[src/design/atc_pkg.sv]
// Shared types and field widths for the assembler token classifier.
package atc_pkg;

    localparam int CH_W    = 8;
    localparam int VALUE_W = 32;
    localparam int S_TDATA_W = 8;
    localparam int M_TDATA_W = 40;

    // Per-character class flags, decoded once per item.
    typedef struct packed {
        logic       letter;
        logic       digit;
        logic       ident;
        logic       is_colon;
        logic       is_dot;
        logic       is_semi;
        logic       is_dollar;
        logic       is_pct;
        logic       is_quote;
        logic       hex_ok;
        logic [3:0] hex_val;
        logic       bin_ok;
    } char_class_t;

    // One classification result.
    typedef struct packed {
        logic               is_label_def;
        logic               is_mnemonic;
        logic               is_directive;
        logic               is_label_ref;
        logic               is_end_marker;
        logic               number_ok;
        logic [VALUE_W-1:0] number_value;
    } result_t;

endpackage

[src/design/atc_char_decode.sv]
// Character decoder: classifies one byte and gives its digit value.
module atc_char_decode (
    input  logic [atc_pkg::CH_W-1:0] ch,
    output atc_pkg::char_class_t     cls
);
    import atc_pkg::*;

    localparam logic [CH_W-1:0] CH_DOLLAR = 8'h24;
    localparam logic [CH_W-1:0] CH_PCT    = 8'h25;
    localparam logic [CH_W-1:0] CH_QUOTE  = 8'h27;
    localparam logic [CH_W-1:0] CH_DOT    = 8'h2E;
    localparam logic [CH_W-1:0] CH_COLON  = 8'h3A;
    localparam logic [CH_W-1:0] CH_SEMI   = 8'h3B;
    localparam logic [CH_W-1:0] CH_UNDER  = 8'h5F;
    localparam logic [CH_W-1:0] CH_0      = 8'h30;
    localparam logic [CH_W-1:0] CH_9      = 8'h39;
    localparam logic [CH_W-1:0] CH_1      = 8'h31;

    logic lower, upper, hex_lo, hex_up;

    always_comb begin
        lower  = ch inside {[8'h61:8'h7A]};
        upper  = ch inside {[8'h41:8'h5A]};
        hex_lo = ch inside {[8'h61:8'h66]};
        hex_up = ch inside {[8'h41:8'h46]};

        cls.letter    = lower | upper;
        cls.digit     = ch inside {[CH_0:CH_9]};
        cls.ident     = cls.letter | cls.digit | (ch == CH_UNDER);
        cls.is_colon  = (ch == CH_COLON);
        cls.is_dot    = (ch == CH_DOT);
        cls.is_semi   = (ch == CH_SEMI);
        cls.is_dollar = (ch == CH_DOLLAR);
        cls.is_pct    = (ch == CH_PCT);
        cls.is_quote  = (ch == CH_QUOTE);
        cls.bin_ok    = (ch == CH_0) | (ch == CH_1);
        cls.hex_ok    = cls.digit | hex_lo | hex_up;
        // a-f and A-F share low bits: value is low nibble plus 9
        if (cls.digit) begin
            cls.hex_val = ch[3:0];
        end else begin
            cls.hex_val = ch[3:0] + 4'd9;
        end
    end

endmodule

[src/design/atc_token_core.sv]
// Token state: per-class tracking and number accumulation, one character a cycle while step_char is high.
module atc_token_core (
    input  logic                     aclk,
    input  logic                     aresetn,
    input  logic                     step_char,
    input  logic                     step_end,
    input  logic [atc_pkg::CH_W-1:0] ch,
    input  atc_pkg::char_class_t     cls,
    output atc_pkg::result_t         result
);
    import atc_pkg::*;

    localparam logic [2:0] MODE_NONE  = 3'd0;
    localparam logic [2:0] MODE_DEC   = 3'd1;
    localparam logic [2:0] MODE_HEX   = 3'd2;
    localparam logic [2:0] MODE_BIN   = 3'd3;
    localparam logic [2:0] MODE_QWAIT = 3'd4;
    localparam logic [2:0] MODE_QDONE = 3'd5;

    localparam logic [1:0] LD_PENDING = 2'd0;
    localparam logic [1:0] LD_IDENT   = 2'd1;
    localparam logic [1:0] LD_COLON   = 2'd2;
    localparam logic [1:0] LD_FAILED  = 2'd3;

    logic [1:0]         pos_reg, pos_next;
    logic [2:0]         mode_reg, mode_next;
    logic [VALUE_W-1:0] acc_reg, acc_next;
    logic               bad_reg, bad_next;
    logic [1:0]         ld_reg, ld_next;
    logic               letters_reg, letters_next;
    logic               dir_reg, dir_next;
    logic               ref_reg, ref_next;
    logic               semi_reg, semi_next;

    logic               first;
    logic               prefix;
    logic [2:0]         feed_mode;
    logic [2:0]         fed_mode;
    logic [VALUE_W-1:0] fed_acc;
    logic               fed_bad;
    logic               empty;
    logic               ok;

    assign first  = (pos_reg == 2'd0);
    assign prefix = cls.is_dollar | cls.is_pct | cls.is_quote;
    // first character that is no prefix is fed as a decimal digit
    assign feed_mode = first ? MODE_DEC : mode_reg;

    // number accumulator step
    always_comb begin
        fed_mode = feed_mode;
        fed_acc  = acc_reg;
        fed_bad  = bad_reg;
        case (feed_mode)
            MODE_DEC: begin
                if (cls.digit) begin
                    fed_acc = (acc_reg << 3) + (acc_reg << 1)
                              + {{(VALUE_W-4){1'b0}}, ch[3:0]};
                end else begin
                    fed_bad = 1'b1;
                end
            end
            MODE_HEX: begin
                if (cls.hex_ok) begin
                    fed_acc = {acc_reg[VALUE_W-5:0], cls.hex_val};
                end else begin
                    fed_bad = 1'b1;
                end
            end
            MODE_BIN: begin
                if (cls.bin_ok) begin
                    fed_acc = {acc_reg[VALUE_W-2:0], ch[0]};
                end else begin
                    fed_bad = 1'b1;
                end
            end
            MODE_QWAIT: begin
                fed_acc  = {{(VALUE_W-CH_W){1'b0}}, ch};
                fed_mode = MODE_QDONE;
            end
            default: begin
            end
        endcase
    end

    // next state
    always_comb begin
        pos_next     = pos_reg;
        mode_next    = mode_reg;
        acc_next     = acc_reg;
        bad_next     = bad_reg;
        ld_next      = ld_reg;
        letters_next = letters_reg;
        dir_next     = dir_reg;
        ref_next     = ref_reg;
        semi_next    = semi_reg;
        if (step_end) begin
            pos_next     = 2'd0;
            mode_next    = MODE_NONE;
            acc_next     = '0;
            bad_next     = 1'b0;
            ld_next      = LD_PENDING;
            letters_next = 1'b1;
            dir_next     = 1'b0;
            ref_next     = 1'b0;
            semi_next    = 1'b0;
        end else if (step_char) begin
            if (pos_reg != 2'd3) begin
                pos_next = pos_reg + 2'd1;
            end
            if (first) begin
                ld_next      = (cls.letter | (cls.ident & !cls.digit)) ? LD_IDENT : LD_FAILED;
                letters_next = cls.letter;
                dir_next     = cls.is_dot;
                ref_next     = cls.ident & !cls.digit;
                semi_next    = cls.is_semi;
                if (cls.is_dollar) begin
                    mode_next = MODE_HEX;
                end else if (cls.is_pct) begin
                    mode_next = MODE_BIN;
                end else if (cls.is_quote) begin
                    mode_next = MODE_QWAIT;
                end
            end else begin
                if (ld_reg == LD_IDENT) begin
                    if (cls.is_colon) begin
                        ld_next = LD_COLON;
                    end else if (!cls.ident) begin
                        ld_next = LD_FAILED;
                    end
                end
                letters_next = letters_reg & cls.letter;
                dir_next     = dir_reg & cls.letter;
                ref_next     = ref_reg & cls.ident;
            end
            if (!(first && prefix)) begin
                mode_next = fed_mode;
                acc_next  = fed_acc;
                bad_next  = fed_bad;
            end
        end
    end

    always_ff @(posedge aclk) begin
        if (!aresetn) begin
            pos_reg     <= 2'd0;
            mode_reg    <= MODE_NONE;
            acc_reg     <= '0;
            bad_reg     <= 1'b0;
            ld_reg      <= LD_PENDING;
            letters_reg <= 1'b1;
            dir_reg     <= 1'b0;
            ref_reg     <= 1'b0;
            semi_reg    <= 1'b0;
        end else begin
            pos_reg     <= pos_next;
            mode_reg    <= mode_next;
            acc_reg     <= acc_next;
            bad_reg     <= bad_next;
            ld_reg      <= ld_next;
            letters_reg <= letters_next;
            dir_reg     <= dir_next;
            ref_reg     <= ref_next;
            semi_reg    <= semi_next;
        end
    end

    // classification from the state left by the token
    assign empty = first;
    assign ok    = empty | !bad_reg;
    assign result.is_label_def  = (ld_reg == LD_COLON);
    assign result.is_mnemonic   = letters_reg;
    assign result.is_directive  = dir_reg;
    assign result.is_label_ref  = ref_reg;
    assign result.is_end_marker = empty | semi_reg;
    assign result.number_ok     = ok;
    assign result.number_value  = ok ? acc_reg : '0;

    a_end_clears: assert property (@(posedge aclk) disable iff (!aresetn)
        step_end |=> (pos_reg == 2'd0) && (acc_reg == '0) && !bad_reg)
        else $error("token state not cleared after end of token");

    a_quote_wait: assert property (@(posedge aclk) disable iff (!aresetn)
        step_char && !step_end && first && cls.is_quote |=> (mode_reg == MODE_QWAIT))
        else $error("leading quote did not arm byte capture");

    a_empty_result: assert property (@(posedge aclk) disable iff (!aresetn)
        step_end && first |-> result.is_mnemonic && result.is_end_marker
                              && result.number_ok && (result.number_value == '0))
        else $error("empty token classified wrongly");

endmodule

[src/design/asm_token_classifier.sv]
// Top level: input register, token classifier and result register.
// Takes one token character per item and gives one classification item when
// an item with tlast high closes the token; that item's character is ignored.
// A character is registered, then its class decode and the accumulate step
// (shift and add into the 32-bit value) update the token state in the next
// cycle, so items are accepted back to back. The end item loads the result
// register as it leaves the input register; the input side stalls only while
// an end item waits behind a result not yet taken.
module asm_token_classifier (
    input  logic                          aclk,
    input  logic                          aresetn,
    input  logic                          s_tvalid,
    output logic                          s_tready,
    input  logic [atc_pkg::S_TDATA_W-1:0] s_tdata,   // [7:0] ch
    input  logic                          s_tlast,   // token_end
    output logic                          m_tvalid,
    input  logic                          m_tready,
    // [0] is_label_def, [1] is_mnemonic, [2] is_directive, [3] is_label_ref,
    // [4] is_end_marker, [5] number_ok, [37:6] number_value, [39:38] zero
    output logic [atc_pkg::M_TDATA_W-1:0] m_tdata
);
    import atc_pkg::*;

    logic            in_valid_reg;
    logic [CH_W-1:0] in_ch_reg;
    logic            in_last_reg;
    logic            advance;
    logic            out_valid_reg;
    result_t         out_res_reg;
    char_class_t     cls;
    result_t         result;

    // an end item needs a free result slot; characters always move on
    assign advance  = in_valid_reg && (!in_last_reg || !out_valid_reg || m_tready);
    assign s_tready = !in_valid_reg || advance;

    // input register
    always_ff @(posedge aclk) begin
        if (!aresetn) begin
            in_valid_reg <= 1'b0;
        end else if (s_tready) begin
            in_valid_reg <= s_tvalid;
        end
    end

    always_ff @(posedge aclk) begin
        if (s_tready) begin
            in_ch_reg   <= s_tdata[CH_W-1:0];
            in_last_reg <= s_tlast;
        end
    end

    atc_char_decode u_decode (
        .ch  (in_ch_reg),
        .cls (cls)
    );

    atc_token_core u_core (
        .aclk      (aclk),
        .aresetn   (aresetn),
        .step_char (advance && !in_last_reg),
        .step_end  (advance && in_last_reg),
        .ch        (in_ch_reg),
        .cls       (cls),
        .result    (result)
    );

    // result register
    always_ff @(posedge aclk) begin
        if (!aresetn) begin
            out_valid_reg <= 1'b0;
        end else if (advance && in_last_reg) begin
            out_valid_reg <= 1'b1;
        end else if (m_tready) begin
            out_valid_reg <= 1'b0;
        end
    end

    always_ff @(posedge aclk) begin
        if (advance && in_last_reg) begin
            out_res_reg <= result;
        end
    end

    assign m_tvalid = out_valid_reg;
    assign m_tdata  = {2'b00,
                       out_res_reg.number_value,
                       out_res_reg.number_ok,
                       out_res_reg.is_end_marker,
                       out_res_reg.is_label_ref,
                       out_res_reg.is_directive,
                       out_res_reg.is_mnemonic,
                       out_res_reg.is_label_def};

    a_no_overwrite: assert property (@(posedge aclk) disable iff (!aresetn)
        out_valid_reg && !m_tready |-> !(advance && in_last_reg))
        else $error("pending result overwritten");

    a_value_zero: assert property (@(posedge aclk) disable iff (!aresetn)
        out_valid_reg && !out_res_reg.number_ok |-> (out_res_reg.number_value == '0))
        else $error("value not zero on bad literal");

    a_dir_mnem: assert property (@(posedge aclk) disable iff (!aresetn)
        out_valid_reg |-> !(out_res_reg.is_directive && out_res_reg.is_mnemonic))
        else $error("token both directive and mnemonic");

endmodule
[config.mk]
export PLATFORM = sky130hd
export DESIGN_NAME = asm_token_classifier
export DESIGN_NICKNAME = d
export VERILOG_FILES = /design/src/design/atc_pkg.sv /design/src/design/atc_char_decode.sv /design/src/design/atc_token_core.sv /design/src/design/asm_token_classifier.sv
export SDC_FILE = /design/constraint.sdc
export NUM_CORES = 1
export LEC_CHECK = 0
export BUFFER_PORTS_ARGS = -buffer_cell sky130_fd_sc_hd__buf_4
export CORE_ASPECT_RATIO = 2
export CORE_MARGIN = 2
export CORE_UTILIZATION = 38
export CTS_BUF_LIST = sky130_fd_sc_hd__clkbuf_8
export DETAILED_ROUTE_END_ITERATION = 6
export GPL_TIMING_DRIVEN = 0
export PLACE_DENSITY = 0.65
export SLEW_MARGIN = 15
export SYNTH_ARGS = -nofsm -noshare
export SYNTH_HDL_FRONTEND = slang
export SYNTH_SLANG_ARGS = --single-unit
[constraint.sdc]
create_clock -name aclk -period 3.66 [get_ports aclk]
set_input_delay 0.366 -clock aclk [delete_from_list [all_inputs] [get_ports aclk]]
set_output_delay 0.366 -clock aclk [all_outputs]
set_load 0.03 [all_outputs]
==> results of run 1 <==
kinds of logic after synthesis:
kind of cell / count (synthesis) / synth area share, %
DFF: 93 / 36.3
AOI/OAI and AO/OA: 240 / 25.8
other: 1 / 0.0583
buffers and inverters: 59 / 4.50
xor gates and xnor gates: 16 / 2.18
adders and majority gates: 66 / 13.1
muxes: 5 / 0.798
and+or+nand+nor: 211 / 17.3
final cells by class:
class / count / area share (%)
Buffer: 40 / 2.96
Timing Repair Buffer: 53 / 5.58
Clock inverter: 7 / 1.72
Tap cell: 207 / 3.52
Sequential cell: 93 / 31.7
Inverter: 19 / 0.969
Multi-Input combinational cell: 540 / 51.9
Clock buffer: 9 / 1.68
power by group through the flow:
| stage | registers [mW] | logic [mW] | clock network (mW) |
|---|---|---|---|
| global placement | 1.16 | 0.174 | 0 |
| detailed placement | 1.16 | 0.177 | 0 |
| finish | 1.13 | 0.179 | 0.860 |
| CTS | 1.13 | 0.178 | 0.868 |
| floorplan | 1.18 | 0.0888 | 0 |
| global route | 1.14 | 0.193 | 0.912 |
how the worst max path moves through the flow:
stage                       from            endpoint  slack, ns  cells past startpoint
5_1_grt             in_ch_reg[3]  u_core.acc_reg[29]       0.06                     12
3_5_place_dp   u_core.acc_reg[2]  u_core.acc_reg[16]       0.17                     10
3_3_place_gp            m_tready  u_core.acc_reg[29]      -0.48                      8
2_1_floorplan           m_tvalid  u_core.acc_reg[29]       0.63                      7
6_report       u_core.acc_reg[2]  u_core.acc_reg[16]       0.17                     10
4_1_cts        u_core.acc_reg[2]  u_core.acc_reg[16]       0.16                     10
metrics by stage:
step | power (mW) | utilization (%) | cells
global placement | 1.33 | 42.4 | 951
finish | 2.17 | 44.1 | 968
floorplan | 1.27 | - | 692
global route | 2.24 | 44.1 | 968
CTS | 2.18 | 44.1 | 968
detailed placement | 1.34 | 42.6 | 952
cell usage in the layout (no fill, tap or decap), drive strengths merged, types with 6 or more instances in the layout:
cell type / Yosys / routed
buf: 23 / 76
ha: 64 / 64
a21oi: 57 / 57
o21ai: 52 / 52
nor2: 48 / 48
edfxtp: 47 / 47
dfxtp: 46 / 46
nand2: 44 / 44
and2: 33 / 33
clkbuf: 17 / 26
inv: 19 / 22
a31oi: 20 / 20
a211oi: 16 / 16
a22oi: 15 / 15
nor2b: 15 / 15
a222oi: 13 / 13
a21o: 11 / 11
nand3: 10 / 10
o211ai: 10 / 10
xor2: 10 / 10
nand2b: 9 / 9
and3: 9 / 9
nor3: 9 / 9
nand4: 8 / 8
o22ai: 7 / 7
or3: 7 / 7
xnor2: 6 / 6
layer usage:
layer / GRT usage [%] / vias to the layer above / wire, µm
met2: 40.7 / 244 / 10700
met5: 0 / - / 0
met1: 20.5 / 2774 / 6040
met4: 22.6 / 0 / 2380
li1: - / 2773 / -
met3: 3.13 / 114 / 868
==> flow_metrics.py, run 1 <==
metrics = {
    "global_routing": {
        "grt_pass1_wl_um": 30800,
        "grt_pass1_vias": 5836,
        "grtUsageTotal_pct": 22.9,
        "gr-total-overflow": 0,
        "grt_max_degree": 32,
        "antenna_found_initial": 0,
    },
    "clock_network": {
        "numCtsBuffers": 9,
        "htree_levels": 3,
        "clock_sinks": 93,
        "cts_max_path_buffers": 2,
        "clock_latency_ns": 0.38,
        "cts_tree": "built",
        "cts_setup_buffers": 0,
        "cts_resized": 0,
        "cts.clk_slew.worst_paths_ns": 0.11,
        "ctsHoldBuffers": 0,
        "cts-root-buf": "clkbuf_8",
    },
    "synthesis": {
        "synth_seq_cells": 93,
        "yosys-top-cells-area": "edfxtp_1 (22%), dfxtp_1 (14%), ha_1 (12%)",
        "yosysTopAreaCell": "edfxtp_1",
        "synthArstFlopShare_pct": 0,
        "yosysTopAreaCellShare_pct": 22.0,
        "syn_area_per_cell_um2": 9.30,
        "yosysUniqueCellTypes": 79,
        "yosys-top-cells-count": "ha_1 (64), a21oi_1 (54), nor2_1 (48)",
        "yosysMostFrequentCell": "ha_1",
        "synth-edff-count": 47,
        "synth_ff_type": "edfxtp_1",
        "seq_area_frac_synth_pct": 36.3,
        "syn_inst": 691,
        "ys_warn_count": 0,
        "syn_area_um2": 6430,
    },
    "worst_setup_path": {
        "start_kind": "register",
        "worstPathRequired_ns": 3.92,
        "slowest_stage": "fa_1",
        "r2r_slack_ns": 0.17,
        "critical_path_class": "register to register",
        "r2r_cells": 10,
        "crit_buf_inv": 1,
        "cp-end-kind": "register",
        "reg2reg_to": "u_core.acc_reg[16]",
        "r2r_start": "u_core.acc_reg[2]",
        "critPathArrivalTime_ns": 3.75,
        "crit_fanout": 5,
        "cp_cell_sequence": "inv_1 -> fa_1 -> fa_1 -> nor2b_2 -> o2111ai_1 -> a211oi_1 -> o21ai_0 -> and3_1 -> o21ai_0 -> a31oi_1",
        "cp_top_family": "compound AO/OA/AOI/OAI gates",
        "crit_path_max_incr_delay_ns": 0.50,
    },
    "layout": {
        "area_delta_synth_final_pct": 14.5,
        "multiInputGateArea_um2": 3820,
        "stdcell_area_um2": 7360,
        "n_antenna_cell": 0,
        "drive_gt1_share_pct": 15.4,
        "seq_area_um2": 2330,
        "layout.nets": 835,
        "largest_register_ff_count": 38,
        "fill_cells": 1636,
    },
    "sta": {
        "fin_setup_tns_ns": 0,
        "finClkSkew_ns": 0.0218,
        "fmaxAchievable_ghz": 0.286,
        "drv_slew": 0,
        "finalSetupViolCount": 0,
        "fin_ws_ns": 0.167,
        "whs_ns": 0.171,
        "maxSlewHeadroom_pct": 43.7,
        "hold_viol_final": 0,
        "fin_crit_ns": 3.49,
        "worst_pin_slew_ns": 0.834,
        "rsz0062_at_grt": "no",
        "post-route-period-util_pct": 95.4,
    },
    "power_and_ir_drop": {
        "p_sw_uw": 529,
        "clockPowerShare_pct": 39.6,
        "seqPwrFrac_pct": 52.2,
        "sw_frac_of_total_pct": 24.4,
        "power.leakage_nw": 3.07,
        "vdd.ir_drop.worst_uv": 242,
        "power_density_nw_per_um2": 295,
        "internal-power_mw": 1.64,
        "combPwrFrac_pct": 8.2,
    },
    "floorplan": {
        "dieArea_um2": 18000,
        "chipHeight_um": 188,
        "ios": 55,
        "die_w_um": 96.0,
        "core_region_area_um2": 16700,
        "fp-row-count": 67,
        "start_util_pct": 38.5,
    },
    "route": {
        "drc": 0,
        "postRouteAntennaNets": 0,
        "drtIter0Drc": 459,
        "dr.pass1.iters": 7,
        "viasPerCell": 6.10,
        "wire_per_inst_um": 20.7,
        "num_vias": 5905,
        "wl_um": 20000,
    },
    "job": {
        "cap_violations": 0,
    },
    "placed_design": {
        "port_buffers": 52,
        "dpl.hpwl_um": 15900,
        "routabilityCongestion": 0.950,
        "post-place-ws_ns": 0.169,
        "placed_area_um2": 7110,
    },
    "outcome": {
        "status": "finished, final reports clean",
    },
    "hold_path": {
        "min_delay_path_depth": 1,
        "holdPathEnd": "in_ch_reg[3]",
        "hold_path.startpoint": "s_tdata[3]",
        "hold_path.class": "primary input to register",
    },
}
(Power assumes the default switching activity.)
==> run 2, diff against run 1 <==
PLACE_DENSITY = default   (was 0.65)
PLACE_DENSITY_LB_ADDON = 0.25   (was default)
==> flow_metrics.py, run 2 (synthesis gave the netlist of run 1 again) <==
metrics = {
    "route": {
        "postRouteAntennaNets": 0,
        "num_vias": 5936,
        "viasPerCell": 6.13,
        "drtIter0Drc": 491,
        "drc": 17,
        "wire_per_inst_um": 21.9,
        "wl_um": 21200,
        "dr.pass1.iters": 7,
    },
    "layout": {
        "final_cells": 968,
        "n_antenna_cell": 0,
        "final_common_cell": "ha_1",
        "layout.nets": 835,
        "drive_gt1_share_pct": 15.1,
        "final_util_pct": 43.7,
        "final_cell_mix": "ha_1 (64), buf_4 (55), a21oi_1 (54)",
        "largest_register_ff_count": 38,
        "stdcell_area_um2": 7280,
        "area_delta_synth_final_pct": 13.3,
        "fill_cells": 1623,
    },
    "sta": {
        "maxSlewHeadroom_pct": 39.7,
        "worst_pin_slew_ns": 0.899,
        "rsz0062_at_grt": "no",
        "finClkSkew_ns": 0.0121,
        "drv_slew": 0,
        "fmaxAchievable_ghz": 0.282,
        "fin_crit_ns": 3.54,
        "finalSetupViolCount": 0,
        "hold_viol_final": 0,
        "post-route-period-util_pct": 96.8,
    },
    "global_routing": {
        "use_met3_pct": 3.25,
        "gr-usage-met1_pct": 21.5,
        "grt_pass1_vias": 6108,
        "grt_use_met2_pct": 42.7,
        "grt_pass1_wl_um": 32400,
        "busiest_layer": "met2",
        "grtUsageTotal_pct": 24.1,
        "gr-total-overflow": 0,
        "antenna_found_initial": 0,
        "grt_max_degree": 31,
    },
    "hold_path": {
        "hold_path.class": "primary input to register",
        "min_delay_path_depth": 1,
        "hold_path.startpoint": "s_tdata[7]",
        "holdPathEnd": "in_ch_reg[7]",
    },
    "clock_network": {
        "cts_max_path_buffers": 2,
        "cts.clk_slew.worst_paths_ns": 0.10,
        "numCtsBuffers": 9,
        "clock_sinks": 93,
        "htree_levels": 3,
        "cts-root-buf": "clkbuf_8",
        "cts_tree": "built",
        "ctsHoldBuffers": 0,
        "cts_setup_buffers": 0,
        "clock_latency_ns": 0.38,
        "cts_resized": 0,
    },
    "power_and_ir_drop": {
        "power.leakage_nw": 3.04,
        "p_total_mw": 1.95,
        "power_density_nw_per_um2": 268,
        "vdd.ir_drop.worst_uv": 195,
    },
    "job": {
        "cap_violations": 0,
    },
    "placed_design": {
        "placed_area_um2": 7110,
        "dp.cells": 952,
        "port_buffers": 52,
        "dpl.hpwl_um": 17000,
        "routabilityCongestion": 0.967,
    },
    "worst_setup_path": {
        "worstPathRequired_ns": 3.90,
        "r2r_start": "u_core.acc_reg[2]",
        "r2r_cells": 10,
        "start_kind": "register",
        "r2r_slack_ns": 0.12,
        "critPathArrivalTime_ns": 3.78,
        "reg2reg_to": "u_core.acc_reg[16]",
        "cp-end-kind": "register",
        "crit_fanout": 5,
        "critical_path_class": "register to register",
    },
    "floorplan": {
        "core_region_area_um2": 16700,
        "chipHeight_um": 188,
        "start_util_pct": 38.5,
        "ios": 55,
        "die_w_um": 96.0,
        "fp-row-count": 67,
        "dieArea_um2": 18000,
    },
    "outcome": {
        "failed_checks": "DRC",
        "status": "finished, violations left",
    },
}
## run 2: through the flow
step | setup WS, ns | TNS [ns] | hold WS (ns)
floorplan | 0.630 | 0 | 0.409
global placement | -0.219 | -1.67 | 0.428
detailed placement | 0.177 | 0 | 0.421
CTS | 0.154 | 0 | 0.154
global route | 0.0302 | 0 | 0.157
finish | 0.118 | 0 | 0.167
## run 2: how the worst max path moves through the flow
stage,startpoint,to,slack (ns),depth (start not counted)
after floorplan,m_tvalid,u_core.acc_reg[29],0.63,7
after global placement,m_tready,u_core.acc_reg[29],-0.22,8
after detailed placement,in_ch_reg[3],u_core.acc_reg[16],0.18,11
after CTS,u_core.acc_reg[2],u_core.acc_reg[16],0.15,10
after global routing,in_ch_reg[3],u_core.acc_reg[16],0.03,11
final,u_core.acc_reg[2],u_core.acc_reg[16],0.12,10
## run 2: critical path, cell delays in order (launching register included)
cell	delay (ns)
dfxtp_1	0.49
inv_1	0.13
fa_1	0.51
fa_1	0.49
nor2b_1	0.31
o2111ai_1	0.20
a211oi_1	0.32
o21ai_0	0.15
and3_1	0.20
o21ai_0	0.44
a31oi_1	0.15
## run 2: cell type report
| cell class | instances | area (µm²) | share of cell area, % |
|---|---|---|---|
| multi-input combinational | 540 | 3820 | 52.4 |
| buffer | 40 | 218 | 2.99 |
| timing repair buffer | 53 | 410 | 5.63 |
| sequential | 93 | 2330 | 32.0 |
| inverter | 19 | 71.3 | 0.979 |
| clock inverter | 7 | 51.3 | 0.704 |
| clock buffer | 9 | 124 | 1.70 |
| tap | 207 | 259 | 3.56 |
## run 2: report_power, final
| part | internal (mW) | switching (mW) |
|---|---|---|
| registers | 1.11 | 0.0206 |
| clock network | 0.250 | 0.387 |
| logic | 0.0665 | 0.114 |
| total | 1.43 | 0.521 |
## run 2: metal layers
metal	share of wire, %	vias to the layer above
met5	0	-
met4	12	0
met3	4.3	114
met2	53	255
met1	31	2799
li1	-	2768
==> run 3, diff against run 2 <==
CORE_UTILIZATION = 45   (was 38)
SYNTH_HIERARCHICAL = 1   (was default)
==> flow_metrics.py, run 3 <==
metrics = {
    "synthesis": {
        "syn_area_um2": 6550,
        "yosysMostFrequentCell": "nor2_1",
        "synth_ff_type": "edfxtp_1",
        "yosysTopAreaCellShare_pct": 21.6,
        "synth_seq_cells": 93,
        "yosys-top-cells-area": "edfxtp_1 (22%), dfxtp_1 (14%), ha_1 (12%)",
        "yosysUniqueCellTypes": 78,
        "syn_inst": 716,
        "synth-edff-count": 47,
        "yosys-top-cells-count": "nor2_1 (69), ha_1 (64), o21ai_0 (57)",
        "synthArstFlopShare_pct": 0,
        "ys_warn_count": 6,
        "syn_area_per_cell_um2": 9.15,
        "seq_area_frac_synth_pct": 35.6,
        "yosysTopAreaCell": "edfxtp_1",
    },
    "sta": {
        "rsz0062_at_grt": "no",
        "worst_pin_slew_ns": 0.700,
        "whs_ns": 0.168,
        "finalSetupViolCount": 0,
        "finClkSkew_ns": 0.0148,
        "post-route-period-util_pct": 94.7,
        "fmaxAchievable_ghz": 0.289,
        "maxSlewHeadroom_pct": 53.3,
        "fin_crit_ns": 3.47,
        "hold_viol_final": 0,
        "fin_setup_tns_ns": 0,
        "drv_slew": 0,
    },
    "route": {
        "dr.pass1.iters": 6,
        "wl_um": 18300,
        "drtIter0Drc": 343,
        "wire_per_inst_um": 18.7,
        "viasPerCell": 5.82,
        "drc": 0,
        "postRouteAntennaNets": 0,
        "num_vias": 5688,
    },
    "floorplan": {
        "start_util_pct": 45.9,
        "core_region_area_um2": 14300,
        "fp-row-count": 62,
        "dieArea_um2": 15600,
        "die_w_um": 89.3,
        "chipHeight_um": 175,
        "ios": 55,
    },
    "layout": {
        "final_cells": 978,
        "stdcell_area_um2": 7450,
        "area_delta_synth_final_pct": 13.7,
        "n_antenna_cell": 0,
        "final_common_cell": "nor2_1",
        "drive_gt1_share_pct": 14.4,
        "final_cell_mix": "nor2_1 (68), ha_1 (64), buf_4 (58)",
        "largest_register_ff_count": 38,
        "layout.nets": 860,
    },
    "clock_network": {
        "cts_setup_buffers": 0,
        "numCtsBuffers": 9,
        "cts_max_path_buffers": 2,
        "clock_sinks": 93,
        "cts.clk_slew.worst_paths_ns": 0.08,
        "htree_levels": 3,
        "cts-root-buf": "clkbuf_8",
        "clock_latency_ns": 0.38,
        "cts_tree": "built",
    },
    "placed_design": {
        "dp.cells": 962,
        "dpl.hpwl_um": 14300,
        "placed_area_um2": 7210,
        "port_buffers": 52,
        "routabilityCongestion": 0.908,
    },
    "worst_setup_path": {
        "reg2reg_to": "u_core/acc_reg[29]",
        "r2r_slack_ns": 0.19,
        "r2r_cells": 11,
        "crit_buf_inv": 2,
        "worstPathRequired_ns": 3.92,
        "endpoint": "u_core/acc_reg[29]",
        "cp-end-kind": "register",
        "crit_fanout": 6,
        "startpoint": "in_ch_reg[3]",
        "cp_cell_sequence": "inv_1 -> fa_1 -> inv_1 -> ha_1 -> a21o_1 -> and4_1 -> o21ai_1 -> o22ai_1 -> o21ai_0 -> o21ai_1 -> a311o_1",
        "crit_path_max_incr_delay_ns": 0.60,
        "start_kind": "register",
        "critical_path_class": "register to register",
        "path_depth": 11,
        "r2r_start": "in_ch_reg[3]",
        "slowest_stage": "fa_1",
        "critPathArrivalTime_ns": 3.73,
        "cp_top_family": "compound AO/OA/AOI/OAI gates",
    },
    "global_routing": {
        "grtUsageTotal_pct": 24.4,
        "grt_pass1_wl_um": 29400,
        "grt_pass1_vias": 5896,
        "gr-total-overflow": 0,
        "antenna_found_initial": 0,
        "grt_max_degree": 28,
    },
    "power_and_ir_drop": {
        "vdd.ir_drop.worst_uv": 136,
        "power_density_nw_per_um2": 285,
        "power.leakage_nw": 3.05,
        "p_total_mw": 2.12,
    },
    "outcome": {
        "status": "finished, final reports clean",
    },
    "job": {
        "cap_violations": 0,
    },
    "hold_path": {
        "hold_path.class": "primary input to register",
    },
}
run 3: cell count changes after synthesis, moves of 7 or more:
cell	delta
xnor2_1	+13
a222oi_1	-7
a31oi_1	-12
nor2b_1	-7
a22oi_1	-12
mux2_2	+9
nor2_1	+21
and2_1	+7
o21ai_0	+14
clkbuf_1	+9
a211oi_2	-7
mux2i_1	+18
run 3: kinds of logic after synthesis:
group	count (synthesis)	synth area share [%]
flip-flops	93	35.6
AO/OA/AOI/OAI	208	20.6
other	1	0.0573
adder cells (fa/ha/maj)	66	12.8
XOR/XNOR	27	3.61
buffers and inverters	67	4.57
AND/OR/NAND/NOR	222	17.6
multiplexers	32	5.14
run 3: worst reg2reg max path, stage by stage (launching register included):
cell	delay (ns)
edfxtp_1	0.50
inv_1	0.10
fa_1	0.60
inv_1	0.06
ha_1	0.28
a21o_1	0.17
and4_1	0.21
o21ai_1	0.25
o22ai_1	0.15
o21ai_0	0.43
o21ai_1	0.25
a311o_1	0.37
run 3: report_power, final:
| group | internal (mW) | switching (mW) |
|---|---|---|
| sequential | 1.12 | 0.0276 |
| combinational | 0.0952 | 0.147 |
| clock | 0.376 | 0.357 |
run 3: how the worst min path moves through the flow:
stage                    startpoint               to  slack (ns)  cells after the start
finish                   s_tdata[1]     in_ch_reg[1]        0.17                      1
global route             s_tdata[7]     in_ch_reg[7]        0.16                      1
CTS                      s_tdata[1]     in_ch_reg[1]        0.16                      1
detailed placement  u_core/semi_reg  u_core/semi_reg        0.46                      2
global placement    u_core/semi_reg  u_core/semi_reg        0.45                      2
floorplan           u_core/semi_reg  u_core/semi_reg        0.43                      2
run 3: what timing repair did:
item                       CTS  global route
pin swaps                    0             1
resized for setup            1             2
hold buffers                 0             0
setup endpoints to repair    1             3
run 3: metal layers:
layer / wire, µm / global-route usage [%] / up-vias
li1: - / - / 2748
met1: 6670 / 26.4 / 2664
met2: 9720 / 42.6 / 196
met3: 658 / 2.55 / 80
met4: 1260 / 17.1 / 0
met5: 0 / 0 / -
run 3: area by class of cell:
type / count / area (µm²)
well taps: 192 / 240
inverters: 21 / 78.8
clock inverters: 7 / 83.8
clock buffers: 9 / 124
plain buffers: 46 / 220
multi-input cells: 557 / 3960
flip-flops and latches: 93 / 2330
fillers: 1400 / 6830
repair buffers: 53 / 410
run 3: per-stage QoR:
stage	utilization [%]	worst slack, ns
floorplan	-	0.0952
global placement	50.3	-1.10
detailed placement	50.5	0.0345
CTS	52.0	0.191
global route	52.2	0.00462
finish	52.2	0.194
